--- config.mk ---
export PLATFORM = sky130hd
export DESIGN_NAME = wvc_ctrl
export DESIGN_NICKNAME = d
export VERILOG_FILES = /design/src/sv/wvc_pkg.sv /design/src/sv/wvc_ctrl.sv
export SDC_FILE = /design/constraint.sdc
export NUM_CORES = 1
export LEC_CHECK = 0
export CAP_MARGIN = 10
export CORE_AREA = 5 5 42 44
export DETAILED_ROUTE_END_ITERATION = 7
export DIE_AREA = 0 0 47 49
export DONT_BUFFER_PORTS = 1
export GPL_ROUTABILITY_DRIVEN = 0
export MAX_ROUTING_LAYER = met4
export SLEW_MARGIN = 25
export SYNTH_ARGS = -nofsm -noshare
export SYNTH_HDL_FRONTEND = slang
export SYNTH_SLANG_ARGS = --single-unit
--- constraint.sdc ---
create_clock -name clk -period 1 [get_ports clk]
set_input_delay 0.1 -clock clk [delete_from_list [all_inputs] [get_ports clk]]
set_output_delay 0.1 -clock clk [all_outputs]
set_load 0.01 [all_outputs]
--- src/sv/wvc_pkg.sv ---
package wvc_pkg;

	localparam int CordicSteps = 14;
	localparam int StepW = $clog2(CordicSteps + 1);

	// CORDIC word: 33-bit offsets plus growth headroom
	localparam int CW = 36;
	localparam int ZW = 24;

	localparam logic signed [15:0] PiQ12 = 16'sd12868;
	localparam logic signed [16:0] TwoPiQ12 = 17'sd25736;
	localparam logic signed [15:0] HalfPiQ12 = 16'sd6434;
	localparam logic signed [ZW-1:0] PiQ20 = 24'sd3294198;
	localparam logic signed [15:0] OneQ12 = 16'sd4096;

	typedef enum logic [1:0] {
		CFG_MAX_SPEED = 2'd0,
		CFG_ACCEL = 2'd1,
		CFG_TURN = 2'd2,
		CFG_TOL = 2'd3
	} cfg_idx_t;

	typedef enum logic [2:0] {
		ST_IDLE,
		ST_SETUP,
		ST_ITER,
		ST_SQUARE,
		ST_FINISH,
		ST_OUT
	} state_t;

	typedef struct packed {
		logic load;
		logic setup;
		logic iter;
		logic square;
		logic finish;
		logic [StepW-1:0] step;
	} dp_cmd_t;

	function automatic logic signed [ZW-1:0] atan_q20(input logic [StepW-1:0] i);
		logic signed [ZW-1:0] r;
		begin
			case (i)
				0: r = 24'sd823550;
				1: r = 24'sd486170;
				2: r = 24'sd256879;
				3: r = 24'sd130396;
				4: r = 24'sd65451;
				5: r = 24'sd32757;
				6: r = 24'sd16383;
				7: r = 24'sd8192;
				8: r = 24'sd4096;
				9: r = 24'sd2048;
				10: r = 24'sd1024;
				11: r = 24'sd512;
				12: r = 24'sd256;
				13: r = 24'sd128;
				14: r = 24'sd64;
				15: r = 24'sd32;
				default: r = '0;
			endcase
			return r;
		end
	endfunction

endpackage

--- src/sv/wvc_ctrl.sv ---
module wvc_ctrl (
	input logic clk,
	input logic arst_n,
	input logic in_fire,
	input logic out_busy,
	input logic out_fire,
	output logic in_ready,
	output logic out_load,
	output wvc_pkg::dp_cmd_t cmd
);
	import wvc_pkg::*;

	state_t state_q, state_d;
	logic [StepW-1:0] step_q;

	always_ff @(posedge clk or negedge arst_n) begin
		if (!arst_n) begin
			state_q <= ST_IDLE;
			step_q <= '0;
		end else begin
			state_q <= state_d;
			if (state_q == ST_ITER) step_q <= step_q + 1'b1;
			else step_q <= '0;
		end
	end

	always_comb begin
		state_d = state_q;
		unique case (state_q)
			ST_IDLE: if (in_fire) state_d = ST_SETUP;
			ST_SETUP: state_d = ST_ITER;
			ST_ITER: if (step_q == StepW'(CordicSteps - 1)) state_d = ST_SQUARE;
			ST_SQUARE: state_d = ST_FINISH;
			ST_FINISH: state_d = ST_OUT;
			ST_OUT: if (!out_busy || out_fire) state_d = ST_IDLE;
			default: state_d = ST_IDLE;
		endcase
	end

	always_comb begin
		in_ready = (state_q == ST_IDLE);
		cmd.load = in_fire;
		cmd.setup = (state_q == ST_SETUP);
		cmd.iter = (state_q == ST_ITER);
		cmd.square = (state_q == ST_SQUARE);
		cmd.finish = (state_q == ST_FINISH);
		cmd.step = step_q;
		out_load = (state_q == ST_OUT) && (!out_busy || out_fire);
	end
endmodule

==> impl.org <==
** Layout
- Leaving out fill and tap cells, the most frequent cell in the layout is sky130_fd_sc_hd__buf_4.
- After the last flow step, the layout net total stands at between 60 and 70.
- Most frequent cells in the layout :: 9 x sky130_fd_sc_hd__buf_4, 5 x sky130_fd_sc_hd__nor2_1, 5 x sky130_fd_sc_hd__buf_6, 4 x sky130_fd_sc_hd__dfrtp_1
- Layout Cells excl Fill :: 70
- Summing all multi-input logic gate instances after layout gives between 200 and 250 µm².
- Inserted Diodes :: 0
- Fraction of final layout cells with drive strength greater than 1 :: 59.3%
- In the final layout, flip-flops and latches occupy 179 µm².
- Cells fill between 40% and 50% of the core in the end.
- After filler insertion, the fill cell instance count of the layout stands at approximately 150.
- From synthesis to final layout, the design area changed by 66.9%.

** GRT
- In the global route stage, overall resource usage came out at around a tenth.
- Final global-route overflow total :: 0
- The initial antenna violation count was 0.
- The first global-routing pass estimated 1.45 mm of wire.
- The number of global-route vias before repair was between 300 and 400.
- Largest net degree at the start of global routing :: 8

** CTS
- Insertion delay of the later-clocked pin in the worst-skew pair :: roughly 260 ps
- Counting along the longest clock path gives a buffer depth of 2.
- CTS Root Buffer Type :: sky130_fd_sc_hd__clkbuf_4
- Clock tree from TritonCTS :: built
- Clock slew at reported path FFs :: roughly 50 ps
- In this run the number of H-tree levels came out at 1.
- Counting every sink on the clock net gives 7.
- Clock tree synthesis inserted a total of 3 buffers.

** Setup path
- Stage delay of the slowest cell on the critical path :: ~440 ps
- Cell family with most CP delay :: flip-flops
- The slowest stage of the critical path belongs to the cell sky130_fd_sc_hd__dfrtp_2.
- Critical path capture point type :: output pin
- The worst setup path is launched from a flip-flop.
- Worst Path Arrival :: approximately 1100 ps
- Worst-path fanout max :: 5
- The critical path goes through buf_6 -> nor3_2 -> buf_4.
- The critical path contains buffers and inverters numbering 2 combined.
- Type of the worst setup path :: flip-flop to output pin
- Data on the critical path is required at its endpoint by ~900 ps.

** Outcome
- Failing checks :: setup timing
- The run finished, with violations left.

** STA
- The clock arrives with roughly 6.2 ps of skew.
- Dividing the final minimum period by the clock period gives 122%.
- Final hold violation count :: 0
- For the pin with the worst max-slew slack, the measured transition is around 330 ps.
- Setup ws final :: -219 ps
- RSZ-0062 raised after global routing :: yes
- Worst relative slew slack :: ~78%
- Summed negative setup slack over all endpoints :: -1070 ps
- Top achievable clock speed :: around 800 MHz
- Final setup viols :: 8
- For the finished layout, the period the worst path requires is between 1000 and 1500 ps.
- Max-slew violation count :: 0

** Floorplanning
- Die Area :: between 2000 and 2500 µm²
- In this run the horizontal extent of the chip is about 47 µm.
- For this configuration, the core starts out at a cell density of between 20% and 30%.
- Number of placement rows :: 14
- Die Y-Extent :: around 49 µm
- Pin placement for this block handled 16 I/O pins.
- Standard cell core area :: 1400 µm²

** Synthesis
- Portion of the post-synthesis area used by sequential elements :: about half
- After synthesis, the largest area contributor takes up slightly below 50% of total cell area.
- Largest cells by area after synthesis :: sky130_fd_sc_hd__dfrtp_1 49%, sky130_fd_sc_hd__nor2_1 7.4%, sky130_fd_sc_hd__ha_1 7.0%
- Yosys printed 0 warnings.
- Mean Syn Cell Area :: about 9.9 µm²
- Register bit count reported by yosys :: 7
- Dominant cell type by area after synthesis :: sky130_fd_sc_hd__dfrtp_1
- Synthesis instantiated 21 different standard cells from the library.
- In the synthesized netlist, the number of instances is 36.
- Post-synth net total :: between 40 and 50
- The mapped netlist covers ~360 µm².

** Power
- The share of total power dissipated in sequential elements is between 20% and 30%.
- Switching component of the power :: around 0.6 mW
- The internal portion of the total power is about 1.0 mW.
- Net switching is a little under two fifths of the power.
- Share of total power in combinational logic :: between 50% and 60%
- The analysis attributes to cell leakage a power of between 0.2 and 0.3 nW.
- The clock network is responsible for roughly 16% of the overall power.
- Areal power density over the cells :: ~2800 nW/µm²
- VDD sags by at most around 1.1 mV.

** Placement
- The HPWL after detailed placement is a little over 600 µm.
- Buffers added on ports :: 0
- OpenSTA, run right after detailed placement, puts the worst setup slack at ~1.6 ps.
- The number of placed instances, taps included, is 60.

** Route
- After the first detailed-routing iteration, the DRC count stood at 0.
- Avg Vias per Cell :: 4.51
- Final routed wirelength across all metal layers :: approximately 890 µm
- Post-route DRC :: 0
- Post-route antenna net violation count :: 0
- Across all layers, the routed design uses 316 vias.
- Detailed-router iteration count before antenna repair :: 1
- Dividing the detail-routed wire length by the instance count gives 12.7 µm.

** Hold path
- Worst min path class :: input pin to flip-flop

** Job
- Max-cap violations :: 0
[worst reg2reg max path: cells and delay by family (launching register included)]
family | cells | cell delay [ps]
flops | 1 | 440
simple gates | 3 | 330
compound gates | 1 | 110
buf+inv | 1 | 70
[cells by family (layout without fill, tap and decap cells)]
group	after synthesis	after routing	share of synthesized area, %
compound gates	3	3	7.04
xor+xnor	2	2	4.93
fa+ha+maj	2	2	7.04
buf+inv	4	22	5.28
flops	7	7	49.3
simple gates	18	18	26.4
[metrics by stage]
step | hold slack, ps | cell area, µm² | power (mW)
final | 1.74 | 593 | 1.65
after global routing | 2.63 | 593 | 1.77
after CTS | 1.95 | 543 | 1.50
after detailed placement | -195 | 440 | 1.05
after global placement | -195 | 440 | 1.04
after floorplan | -196 | 360 | 0.761
[synthesized netlist by cell type]
| library cell | n |
|---|---|
| sky130_fd_sc_hd__dfrtp_1 | 7 |
| sky130_fd_sc_hd__nor2_1 | 7 |
| sky130_fd_sc_hd__ha_1 | 2 |
| sky130_fd_sc_hd__inv_1 | 2 |
| sky130_fd_sc_hd__nand2_1 | 2 |
| sky130_fd_sc_hd__a21boi_2 | 1 |
| sky130_fd_sc_hd__buf_4 | 1 |
| sky130_fd_sc_hd__inv_2 | 1 |
| sky130_fd_sc_hd__nand2_4 | 1 |
| sky130_fd_sc_hd__nand2b_1 | 1 |
| sky130_fd_sc_hd__nand3_1 | 1 |
| sky130_fd_sc_hd__nand4_1 | 1 |
| sky130_fd_sc_hd__nor2_2 | 1 |
| sky130_fd_sc_hd__nor2b_1 | 1 |
| sky130_fd_sc_hd__nor3_1 | 1 |
| sky130_fd_sc_hd__nor3b_1 | 1 |
| sky130_fd_sc_hd__o211ai_1 | 1 |
| sky130_fd_sc_hd__o22ai_1 | 1 |
| sky130_fd_sc_hd__or2_1 | 1 |
| sky130_fd_sc_hd__xnor2_1 | 1 |
| sky130_fd_sc_hd__xor2_1 | 1 |
[sequential cells by signal (all words and copies together), names as in the netlist]
signal and count:
state_q 3, step_q 4
[power by group through the flow]
stage                     clock (mW)  combinational (mW)  sequential (mW)
after floorplan                    0               0.296            0.465
after global placement             0               0.584            0.452
after detailed placement           0               0.590            0.456
after CTS                      0.267               0.785            0.453
after global routing           0.293               0.997            0.484
final                          0.257               0.928            0.467
[worst paths after layout]
check	slack, ps	end	cells after the start	from
min in group asynchronous	180	step_q[2]	1	arst_n
setup reg to reg	-30	state_q[0]	5	state_q[0]
setup / recovery	-220	in_ready	3	state_q[0]
hold reg to reg	630	step_q[0]	2	step_q[0]
hold / removal	2	state_q[0]	2	in_fire
max in group asynchronous	560	state_q[0]	1	arst_n
[repair_timing]
action	4_1_cts	5_1_grt
hold buffers	1	0
resized for setup	11	10
pin swaps	2	3
setup endpoints to repair	7	12
setup buffers	3	2
hold endpoints to repair	7	0
[per-layer routing]
| metal | track usage, % | share of wire (%) | up-vias |
|---|---|---|---|
| met1 | 8.99 | 34 | 145 |
| met5 | - | 0 | - |
| met3 | 7.75 | 14 | 3 |
| met4 | 5.53 | 1.8 | 0 |
| li1 | - | - | 153 |
| met2 | 12.9 | 51 | 15 |
[cell type report]
cell class / count / area share [%]
clock buffers: 4 / 4.43
inverters: 3 / 1.90
multi-input cells: 25 / 37.6
flip-flops and latches: 7 / 30.2
well taps: 16 / 3.38
repair buffers: 15 / 22.6
Power figures use the tool's default switching activity.
